**src/hw/rtl/sfsp_pkg.sv**
```systemverilog
// Shared constants, register indexes and controller command type for the servo positioner.
`timescale 1ns / 1ps

package sfsp_pkg;

   // default sizing of the display bank
   localparam int DEF_MODULES     = 16;
   localparam int DEF_FLAPS       = 27;
   localparam int DEF_FLAP_COUNTS = 1000;

   // fixed field widths
   localparam int INDEX_W  = 4;
   localparam int LETTER_W = 5;
   localparam int HALL_W   = 12;
   localparam int VEL_W    = 10;
   localparam int PULSE_W  = 12;
   localparam int OUTPOS_W = 15;

   // configuration port
   localparam int CSR_INDEX_W = 3;
   localparam int CSR_DATA_W  = 15;

   localparam logic [CSR_INDEX_W-1:0] CSR_VELOCITY  = 3'd0;
   localparam logic [CSR_INDEX_W-1:0] CSR_TRIGGER   = 3'd1;
   localparam logic [CSR_INDEX_W-1:0] CSR_HOME      = 3'd2;
   localparam logic [CSR_INDEX_W-1:0] CSR_ON_PULSE  = 3'd3;
   localparam logic [CSR_INDEX_W-1:0] CSR_OFF_PULSE = 3'd4;

   // register reset values
   localparam logic [VEL_W-1:0]    RST_VELOCITY  = 10'd49;
   localparam logic [HALL_W-1:0]   RST_TRIGGER   = 12'd2048;
   localparam logic [OUTPOS_W-1:0] RST_HOME      = 15'd0;
   localparam logic [PULSE_W-1:0]  RST_ON_PULSE  = 12'd256;
   localparam logic [PULSE_W-1:0]  RST_OFF_PULSE = 12'd0;

   // request kinds
   localparam logic REQ_LETTER = 1'b0;
   localparam logic REQ_TICK   = 1'b1;

   // controller to datapath commands
   typedef struct packed {
      logic capture;   // latch request and read module state
      logic commit;    // write back module state and drive result beat
   } sfsp_cmd_type;

endpackage

```
**src/hw/rtl/sfsp_const_mod.sv**
```systemverilog
// Two-stage remainder by a constant divisor using a reciprocal multiply.
`timescale 1ns / 1ps

module sfsp_const_mod #(
   parameter int IN_W    = 15,
   parameter int DIVISOR = 27000,
   parameter int R_W     = 15
) (
   input  logic            clock,
   input  logic [IN_W-1:0] x,
   output logic [R_W-1:0]  r
);

   localparam int    L_W    = $clog2(DIVISOR);
   localparam int    SHIFT  = IN_W + L_W;
   localparam int    M_W    = IN_W + 2;
   localparam int    P_W    = IN_W + M_W;
   localparam int    D_W    = $clog2(DIVISOR + 1);
   localparam int    W      = IN_W + D_W;
   localparam longint M_VAL = ((64'(1) << SHIFT) + 64'(DIVISOR) - 64'(1)) / 64'(DIVISOR);
   localparam logic [M_W-1:0] RECIP = M_W'(M_VAL);

   logic [P_W-1:0]  prod;
   logic [IN_W-1:0] q_in, q_ff;
   logic [IN_W-1:0] x_ff;
   logic [W-1:0]    diff;
   logic [W-1:0]    rem;
   logic [R_W-1:0]  r_in, r_ff;

   // quotient estimate, exact for any IN_W-bit input
   assign prod = P_W'(x) * P_W'(RECIP);
   assign q_in = IN_W'(prod >> SHIFT);

   always_ff @(posedge clock) begin
      q_ff <= q_in;
      x_ff <= x;
      r_ff <= r_in;
   end

   assign diff = W'(x_ff) - W'(q_ff) * W'(DIVISOR);

   always_comb begin
      rem = diff;
      if (diff >= W'(DIVISOR)) begin
         rem = diff - W'(DIVISOR);
      end
      r_in = R_W'(rem);
   end

   assign r = r_ff;

endmodule

```
**src/hw/rtl/sfsp_ctrl.sv**
```systemverilog
// Sequencing state machine: idle, state read, execute and write back.
`timescale 1ns / 1ps

module sfsp_ctrl (
   input  logic                  clock,
   input  logic                  reset,
   input  logic                  start,
   output logic                  busy,
   output sfsp_pkg::sfsp_cmd_type cmd
);

   localparam logic [1:0] ST_IDLE = 2'd0;
   localparam logic [1:0] ST_LOAD = 2'd1;
   localparam logic [1:0] ST_EXEC = 2'd2;

   logic [1:0] state_ff, state_in;

   always_comb begin
      state_in    = state_ff;
      cmd.capture = 1'b0;
      cmd.commit  = 1'b0;
      unique case (state_ff)
         ST_IDLE: begin
            if (start) begin
               cmd.capture = 1'b1;
               state_in    = ST_LOAD;
            end
         end
         ST_LOAD: begin
            state_in = ST_EXEC;
         end
         ST_EXEC: begin
            cmd.commit = 1'b1;
            state_in   = ST_IDLE;
         end
         default: begin
            state_in = ST_IDLE;
         end
      endcase
   end

   always_ff @(posedge clock) begin
      if (reset) begin
         state_ff <= ST_IDLE;
      end else begin
         state_ff <= state_in;
      end
   end

   assign busy = (state_ff != ST_IDLE);

endmodule

```
**src/hw/rtl/sfsp_datapath.sv**
```systemverilog
// Datapath: config registers, per-module state memory, control step and result register.
`timescale 1ns / 1ps

module sfsp_datapath #(
   parameter int MODULES     = sfsp_pkg::DEF_MODULES,
   parameter int FLAPS       = sfsp_pkg::DEF_FLAPS,
   parameter int FLAP_COUNTS = sfsp_pkg::DEF_FLAP_COUNTS
) (
   input  logic                               clock,
   input  logic                               reset,
   input  sfsp_pkg::sfsp_cmd_type             cmd,
   input  logic                               req_type,
   input  logic [sfsp_pkg::INDEX_W-1:0]       req_module_index,
   input  logic [sfsp_pkg::LETTER_W-1:0]      req_letter,
   input  logic [sfsp_pkg::HALL_W-1:0]        req_hall_sample,
   input  logic                               csr_write_enable,
   input  logic [sfsp_pkg::CSR_INDEX_W-1:0]   csr_index,
   input  logic [sfsp_pkg::CSR_DATA_W-1:0]    csr_write_data,
   output logic                               rsp_valid,
   output logic [sfsp_pkg::INDEX_W-1:0]       rsp_module_out,
   output logic                               rsp_servo_running,
   output logic                               rsp_pwm_write,
   output logic [sfsp_pkg::PULSE_W-1:0]       rsp_pulse_width,
   output logic [sfsp_pkg::OUTPOS_W-1:0]      rsp_position_estimate
);

   localparam int REV    = FLAPS * FLAP_COUNTS;
   localparam int WINDOW = FLAP_COUNTS / 4;
   localparam int POS_W  = $clog2(REV);
   localparam int AW     = (MODULES > 1) ? $clog2(MODULES) : 1;
   localparam int IDX_CW = 7;
   localparam int HW     = sfsp_pkg::HALL_W;

   // configuration registers
   logic [sfsp_pkg::VEL_W-1:0]    velocity_ff;
   logic [HW-1:0]                 trigger_ff;
   logic [sfsp_pkg::OUTPOS_W-1:0] home_ff;
   logic [sfsp_pkg::PULSE_W-1:0]  on_pulse_ff;
   logic [sfsp_pkg::PULSE_W-1:0]  off_pulse_ff;

   always_ff @(posedge clock) begin
      if (reset) begin
         velocity_ff  <= sfsp_pkg::RST_VELOCITY;
         trigger_ff   <= sfsp_pkg::RST_TRIGGER;
         home_ff      <= sfsp_pkg::RST_HOME;
         on_pulse_ff  <= sfsp_pkg::RST_ON_PULSE;
         off_pulse_ff <= sfsp_pkg::RST_OFF_PULSE;
      end else if (csr_write_enable) begin
         unique case (csr_index)
            sfsp_pkg::CSR_VELOCITY:  velocity_ff  <= csr_write_data[sfsp_pkg::VEL_W-1:0];
            sfsp_pkg::CSR_TRIGGER:   trigger_ff   <= csr_write_data[HW-1:0];
            sfsp_pkg::CSR_HOME:      home_ff      <= csr_write_data;
            sfsp_pkg::CSR_ON_PULSE:  on_pulse_ff  <= csr_write_data[sfsp_pkg::PULSE_W-1:0];
            sfsp_pkg::CSR_OFF_PULSE: off_pulse_ff <= csr_write_data[sfsp_pkg::PULSE_W-1:0];
            default: ;
         endcase
      end
   end

   // home offset and velocity, each reduced into one revolution
   logic [POS_W-1:0] home_r;
   logic [POS_W-1:0] vel_r;

   sfsp_const_mod #(
      .IN_W    (sfsp_pkg::OUTPOS_W),
      .DIVISOR (REV),
      .R_W     (POS_W)
   ) u_home_mod (
      .clock (clock),
      .x     (home_ff),
      .r     (home_r)
   );

   sfsp_const_mod #(
      .IN_W    (sfsp_pkg::VEL_W),
      .DIVISOR (REV),
      .R_W     (POS_W)
   ) u_vel_mod (
      .clock (clock),
      .x     (velocity_ff),
      .r     (vel_r)
   );

   // captured request
   logic                          req_type_ff;
   logic [sfsp_pkg::INDEX_W-1:0]  req_index_ff;
   logic [sfsp_pkg::LETTER_W-1:0] req_letter_ff;
   logic [HW-1:0]                 req_hall_ff;

   // per-module state memory
   logic [POS_W-1:0] target_mem  [MODULES];
   logic [POS_W-1:0] wheel_mem   [MODULES];
   logic             running_mem [MODULES];
   logic [HW-1:0]    hall_mem    [MODULES];
   logic [MODULES-1:0] valid_ff;

   logic [POS_W-1:0] rd_target_ff;
   logic [POS_W-1:0] rd_wheel_ff;
   logic             rd_running_ff;
   logic [HW-1:0]    rd_hall_ff;
   logic             rd_valid_ff;

   logic [AW-1:0] rd_addr;
   logic [AW-1:0] wr_addr;
   logic          out_of_range;

   assign rd_addr      = AW'(req_module_index);
   assign wr_addr      = AW'(req_index_ff);
   assign out_of_range = (IDX_CW'(req_index_ff) >= IDX_CW'(MODULES));

   always_ff @(posedge clock) begin
      if (cmd.capture) begin
         req_type_ff   <= req_type;
         req_index_ff  <= req_module_index;
         req_letter_ff <= req_letter;
         req_hall_ff   <= req_hall_sample;
         rd_target_ff  <= target_mem[rd_addr];
         rd_wheel_ff   <= wheel_mem[rd_addr];
         rd_running_ff <= running_mem[rd_addr];
         rd_hall_ff    <= hall_mem[rd_addr];
         rd_valid_ff   <= valid_ff[rd_addr];
      end
   end

   // control step
   logic [POS_W-1:0]   cur_target, cur_wheel;
   logic               cur_running;
   logic [HW-1:0]      cur_hall;
   logic [IDX_CW-1:0]  letter_sat;
   logic [POS_W-1:0]   target_new;
   logic [POS_W:0]     window_top;
   logic               in_window;
   logic [POS_W:0]     adv_sum;
   logic [POS_W-1:0]   adv_pos;
   logic               home_edge;

   logic [POS_W-1:0]              nxt_target, nxt_wheel;
   logic                          nxt_running;
   logic [HW-1:0]                 nxt_hall;
   logic                          pwm;
   logic [sfsp_pkg::PULSE_W-1:0]  pulse;

   // entries not yet written read as the reset state
   assign cur_target  = rd_valid_ff ? rd_target_ff  : '0;
   assign cur_wheel   = rd_valid_ff ? rd_wheel_ff   : '0;
   assign cur_running = rd_valid_ff ? rd_running_ff : 1'b0;
   assign cur_hall    = rd_valid_ff ? rd_hall_ff    : '0;

   assign letter_sat = (IDX_CW'(req_letter_ff) >= IDX_CW'(FLAPS)) ?
                       IDX_CW'(FLAPS - 1) : IDX_CW'(req_letter_ff);
   assign target_new = POS_W'(32'(letter_sat) * FLAP_COUNTS);

   assign window_top = {1'b0, cur_target} + (POS_W + 1)'(WINDOW);
   assign in_window  = (cur_wheel >= cur_target) && ({1'b0, cur_wheel} < window_top);

   assign adv_sum = {1'b0, cur_wheel} + {1'b0, vel_r};
   assign adv_pos = (adv_sum >= (POS_W + 1)'(REV)) ?
                    POS_W'(adv_sum - (POS_W + 1)'(REV)) : POS_W'(adv_sum);

   // falling crossing of the trigger level
   assign home_edge = (cur_hall > trigger_ff) && (req_hall_ff < trigger_ff);

   always_comb begin
      nxt_target  = cur_target;
      nxt_wheel   = cur_wheel;
      nxt_running = cur_running;
      nxt_hall    = cur_hall;
      pwm         = 1'b0;
      pulse       = '0;
      if (req_type_ff == sfsp_pkg::REQ_LETTER) begin
         nxt_target = target_new;
      end else begin
         priority if (in_window) begin
            if (cur_running) begin
               pwm         = 1'b1;
               pulse       = off_pulse_ff;
               nxt_running = 1'b0;
            end
         end else if (!cur_running) begin
            pwm         = 1'b1;
            pulse       = on_pulse_ff;
            nxt_running = 1'b1;
         end else begin
            nxt_wheel = adv_pos;
         end
         if (home_edge) begin
            nxt_wheel = home_r;
         end
         nxt_hall = req_hall_ff;
      end
   end

   // write back
   always_ff @(posedge clock) begin
      if (cmd.commit && !out_of_range) begin
         target_mem[wr_addr]  <= nxt_target;
         wheel_mem[wr_addr]   <= nxt_wheel;
         running_mem[wr_addr] <= nxt_running;
         hall_mem[wr_addr]    <= nxt_hall;
      end
   end

   always_ff @(posedge clock) begin
      if (reset) begin
         valid_ff <= '0;
      end else if (cmd.commit && !out_of_range) begin
         valid_ff[wr_addr] <= 1'b1;
      end
   end

   // result register
   logic                          rsp_valid_ff;
   logic [sfsp_pkg::INDEX_W-1:0]  rsp_module_ff;
   logic                          rsp_running_ff;
   logic                          rsp_pwm_ff;
   logic [sfsp_pkg::PULSE_W-1:0]  rsp_pulse_ff;
   logic [sfsp_pkg::OUTPOS_W-1:0] rsp_pos_ff;

   always_ff @(posedge clock) begin
      if (reset) begin
         rsp_valid_ff <= 1'b0;
      end else begin
         rsp_valid_ff <= cmd.commit;
      end
   end

   always_ff @(posedge clock) begin
      if (cmd.commit) begin
         rsp_module_ff  <= req_index_ff;
         rsp_running_ff <= out_of_range ? 1'b0 : nxt_running;
         rsp_pwm_ff     <= out_of_range ? 1'b0 : pwm;
         rsp_pulse_ff   <= out_of_range ? '0 : pulse;
         rsp_pos_ff     <= out_of_range ? '0 : sfsp_pkg::OUTPOS_W'(nxt_wheel);
      end
   end

   assign rsp_valid             = rsp_valid_ff;
   assign rsp_module_out        = rsp_module_ff;
   assign rsp_servo_running     = rsp_running_ff;
   assign rsp_pwm_write         = rsp_pwm_ff;
   assign rsp_pulse_width       = rsp_pulse_ff;
   assign rsp_position_estimate = rsp_pos_ff;

endmodule

```
**src/hw/rtl/split_flap_servo_positioner.sv**
```systemverilog
// Top level of the split-flap servo positioner: controller plus datapath.
// rsp_valid is high for one cycle; it is registered from the commit of the execute state.
// A new command is accepted only while idle; busy covers the state memory read cycle
//   and the execute cycle, which also lets the two-stage home/velocity reduction settle.
// Reset: synchronous, active high; config registers load defaults and all module
//   state reads as zero right away (per-entry valid bits are cleared by reset).
// The receiver cannot stall: each result beat is taken in the cycle it is shown.
`timescale 1ns / 1ps

module split_flap_servo_positioner #(
   parameter int MODULES     = sfsp_pkg::DEF_MODULES,
   parameter int FLAPS       = sfsp_pkg::DEF_FLAPS,
   parameter int FLAP_COUNTS = sfsp_pkg::DEF_FLAP_COUNTS
) (
   input  logic                               clock,
   input  logic                               reset,
   // command channel
   input  logic                               start,
   output logic                               busy,
   input  logic                               req_type,
   input  logic [sfsp_pkg::INDEX_W-1:0]       req_module_index,
   input  logic [sfsp_pkg::LETTER_W-1:0]      req_letter,
   input  logic [sfsp_pkg::HALL_W-1:0]        req_hall_sample,
   // result channel
   output logic                               rsp_valid,
   output logic [sfsp_pkg::INDEX_W-1:0]       rsp_module_out,
   output logic                               rsp_servo_running,
   output logic                               rsp_pwm_write,
   output logic [sfsp_pkg::PULSE_W-1:0]       rsp_pulse_width,
   output logic [sfsp_pkg::OUTPOS_W-1:0]      rsp_position_estimate,
   // register write port
   input  logic                               csr_write_enable,
   input  logic [sfsp_pkg::CSR_INDEX_W-1:0]   csr_index,
   input  logic [sfsp_pkg::CSR_DATA_W-1:0]    csr_write_data
);

   // capture on accept, commit from the execute state after the state read lands
   sfsp_pkg::sfsp_cmd_type cmd;

   sfsp_ctrl u_ctrl (
      .clock (clock),
      .reset (reset),
      .start (start),
      .busy  (busy),
      .cmd   (cmd)
   );

   // per-module state lives in a small memory; one read-modify-write per command
   sfsp_datapath #(
      .MODULES     (MODULES),
      .FLAPS       (FLAPS),
      .FLAP_COUNTS (FLAP_COUNTS)
   ) u_datapath (
      .clock                 (clock),
      .reset                 (reset),
      .cmd                   (cmd),
      .req_type              (req_type),
      .req_module_index      (req_module_index),
      .req_letter            (req_letter),
      .req_hall_sample       (req_hall_sample),
      .csr_write_enable      (csr_write_enable),
      .csr_index             (csr_index),
      .csr_write_data        (csr_write_data),
      .rsp_valid             (rsp_valid),
      .rsp_module_out        (rsp_module_out),
      .rsp_servo_running     (rsp_servo_running),
      .rsp_pwm_write         (rsp_pwm_write),
      .rsp_pulse_width       (rsp_pulse_width),
      .rsp_position_estimate (rsp_position_estimate)
   );

endmodule

```
**config.mk**
```make
export PLATFORM = sky130hd
export DESIGN_NAME = split_flap_servo_positioner
export DESIGN_NICKNAME = d
export VERILOG_FILES = /design/src/hw/rtl/sfsp_pkg.sv /design/src/hw/rtl/sfsp_const_mod.sv /design/src/hw/rtl/sfsp_ctrl.sv /design/src/hw/rtl/sfsp_datapath.sv /design/src/hw/rtl/split_flap_servo_positioner.sv
export SDC_FILE = /design/constraint.sdc
export NUM_CORES = 1
export LEC_CHECK = 0
export BUFFER_PORTS_ARGS = -buffer_cell sky130_fd_sc_hd__buf_2
export CORE_AREA = 5 5 309 463
export CTS_CLUSTER_SIZE = 24
export DETAILED_ROUTE_END_ITERATION = 12
export DIE_AREA = 0 0 314 468
export HOLD_SLACK_MARGIN = 0.1
export PLACE_DENSITY_LB_ADDON = 0.12
export SYNTH_ARGS = -nofsm -noshare
export SYNTH_HDL_FRONTEND = slang
export SYNTH_SLANG_ARGS = --single-unit
```
**constraint.sdc**
```tcl
create_clock -name clock -period 9.2 [get_ports clock]
set_clock_uncertainty 0.2 [all_clocks]
set_input_delay 0.92 -clock clock [delete_from_list [all_inputs] [get_ports clock]]
set_output_delay 0.92 -clock clock [all_outputs]
set_load 0.03 [all_outputs]
```
==> run metrics <==
status finished clean; sink of the worst hold path u_datapath.u_vel_mod.r[1]$_DFF_P_; drt wl/cell approximately 27 um; Req. time, crit path 9330 ps; antenna-violating nets left 0; Worst Setup SP u_datapath.req_letter_ff[3]$_DFFE_PP_; Distinct cells, synth 85; cell taking the most area after synthesis edfxtp_1; Tcrit/Tclk final 63.4%; crit path max fanout 16; Die Span Y 468 um; endpoints failing setup 0; Hold Path Class reg2reg; #FFs+latches synth between 900 and 1000; critical path class reg2reg; via count approximately 22000; total congestion overflow 0; Initial Util 29.7%; Remaining DRCs 0; largest net degree at the start of global routing 81; core area 139000 sq um; R2R depth 17; R2R Setup Slk 3360 ps; CP delay by family, top compound AO/OA/AOI/OAI gates; PwrDens between 150 and 200 nW/um^2; final instance area 47000 sq um; hpwl dp about 74 mm; Hold Path Depth 0; CP Launch Type flip-flop; sequential share of the synthesized area 63.6%; worst slew pin tran 1340 ps; vias in the first global route 24100; Syn Nets approximately 2800; Avg Cell Area, Syn 16.6 sq um; routability cong. 0.834; RR Endpoint u_datapath.target_mem[11][14]$_DFFE_PP_; unrepaired setup endpoints after global routing false; critical path capture point type flip-flop; clock sink count between 900 and 1000; most frequent cells in the layout edfxtp_1, mux4_2, ha_1; Slew headroom about 11%; Post-synth ARST share 0%; min-delay src u_datapath.u_vel_mod.x_ff[1]$_DFF_P_; critical-path cell list ha_1 > a21oi_1 > inv_1 > ha_1 > inv_1 > fa_1 > inv_1 > fa_1 > a21o_1 > a21oi_1 > o21bai_1 > a21oi_1 > o21bai_1 > a21oi_1 > xnor2_1 > nor2_1 > a21oi_1; slowest cell delay on critical path 820 ps; clock network latency to the later pin of the worst-skew pair 690 ps; H-tree depth 3; worst path arrival time 5970 ps; Static Leak ~17 nW; area growth from synthesis to layout 13.9%; Post CTS Setup Buffer Count 0; CTS resizes 0; die area 147000 sq um; CTS tree built; WL final 120 mm; Bufs and invs on worst path 3; I/O pin count 79; first-pass GRT wire length 173 mm; cell at the slowest stage of the critical path a21oi_1; Warnings, synthesis 0; most frequent CP cell a21oi_1; clk slew on worst S/H paths 60 ps; CTS Buf Count 91; final cell count without fillers 4465; most common cell after layout, fill and taps aside edfxtp_1; Tot GR Track Use between 15 and 20%; clock buffer depth 3; VDD IR-drop max 0.133 mV; clock root cell clkbuf_16; final hold vios 0; Fillers around 13000; Syn Inst Count about 2500; dpl cells 4296; setup TNS 0 ps; reg-to-reg startpoint u_datapath.req_letter_ff[3]$_DFFE_PP_; max-cap violation count 0; first drt pass iteration count 5; final net count 2940; Synth Cell Area 41300 sq um; Final Critical Period 5840 ps; # port buffers slightly below 80; Area contributors post-synth edfxtp_1, mux4_2, dfxtp_1; top cell type's share of synthesized area 57.3%; via/cell ratio 4.95; number of synthesized flops with an enable pin 787; Die Width 314 um; area post-placement 44000 sq um; Synth Flop Type edfxtp_1; fmax 0.171 GHz; Slew Viols, Final 0; initial antenna violation count 6; layout cells sized above 1 20.6%; # rows between 150 and 200; DR iter-0 viols 1332; Post-CTS Hold Fix Bufs 0
-- worst register-to-register path, cell delays in order (launching register included) --
cell	delay [ps]
edfxtp_1	510
ha_1	320
a21oi_1	770
inv_1	170
ha_1	340
inv_1	50
fa_1	510
inv_1	80
fa_1	460
a21o_1	170
a21oi_1	230
o21bai_1	90
a21oi_1	250
o21bai_1	110
a21oi_1	210
xnor2_1	150
nor2_1	50
a21oi_1	820
-- registers in the layout (all words and copies together) (netlist names), 16 cells and up --
| name | count |
|---|---|
| u_datapath.target_mem | 240 |
| u_datapath.wheel_mem | 240 |
| u_datapath.hall_mem | 192 |
| u_datapath.running_mem | 16 |
| u_datapath.valid_ff | 16 |
-- cell families after synthesis --
kind of cell | share of synthesized area [%]
xor+xnor | 0.870
fa+ha+maj | 10.4
buf+inv | 2.52
flops | 63.6
mux | 12.4
compound gates | 5.23
simple gates | 4.90
-- per-stage QoR --
stage               util (%)  hold WS (ps)  total power [W]  setup slack [ps]
floorplan                  -           110          0.00539              4040
global placement        31.7           116          0.00570              3440
detailed placement      31.7           118          0.00571              3280
CTS                     33.9           130          0.00950              3260
global route            33.9           130          0.00974              2870
finish                  33.9           130          0.00936              3360
-- report_power, final --
group / internal (W) / switching (W)
Clock: 0.00209 / 0.00166
Sequential: 0.00468 / 0.0000429
Combinational: 0.000320 / 0.000564
-- cell type report --
| class | count | area (sq um) | area share [%] |
|---|---|---|---|
| clock inverters | 58 | 597 | 1.27 |
| diodes | 1 | 2.50 | 0.00533 |
| well taps | 1785 | 2230 | 4.75 |
| clock buffers | 109 | 2380 | 5.06 |
| multi-input cells | 1297 | 14100 | 30.0 |
| inverters | 173 | 649 | 1.38 |
| flip-flops and latches | 918 | 26300 | 55.9 |
| repair buffers | 124 | 767 | 1.63 |
-- worst max-delay path by stage --
stage | to | slack (ps) | cells past startpoint
CTS | u_datapath.target_mem[11][14]$_DFFE_PP_ | 3260 | 17
finish | u_datapath.target_mem[11][14]$_DFFE_PP_ | 3360 | 17
floorplan | u_datapath.hall_mem[3][0]$_DFFE_PP_ | 4040 | 4
global route | u_datapath.target_mem[11][14]$_DFFE_PP_ | 2870 | 17
detailed placement | u_datapath.target_mem[6][14]$_DFFE_PP_ | 3280 | 17
global placement | u_datapath.target_mem[14][14]$_DFFE_PP_ | 3440 | 17
-- cell usage after synthesis (16+ instances only) --
| cell type | instances |
|---|---|
| buf_1 | 19 |
| mux4_2 | 220 |
| nor2_1 | 97 |
| dfxtp_1 | 131 |
| clkbuf_1 | 69 |
| o21ai_0 | 42 |
| edfxtp_1 | 787 |
| a21oi_1 | 98 |
| xnor2_1 | 26 |
| a22oi_1 | 23 |
| ha_1 | 203 |
| nand2_1 | 169 |
| inv_1 | 171 |
| nor2b_1 | 23 |
| o21a_1 | 16 |
| fa_1 | 88 |
| nand3_1 | 24 |
| and2_1 | 30 |
-- layer usage --
| layer | vias to the layer above | GRT usage, % | share of wire, % |
|---|---|---|---|
| li1 | 9772 | - | - |
| met1 | 11800 | 19.2 | 39 |
| met2 | 416 | 31.4 | 55 |
| met3 | 126 | 1.67 | 3.1 |
| met4 | 4 | 4.47 | 2.1 |
| met5 | - | 0 | 0.018 |
Note: power is estimated with default switching activity, not from simulation.
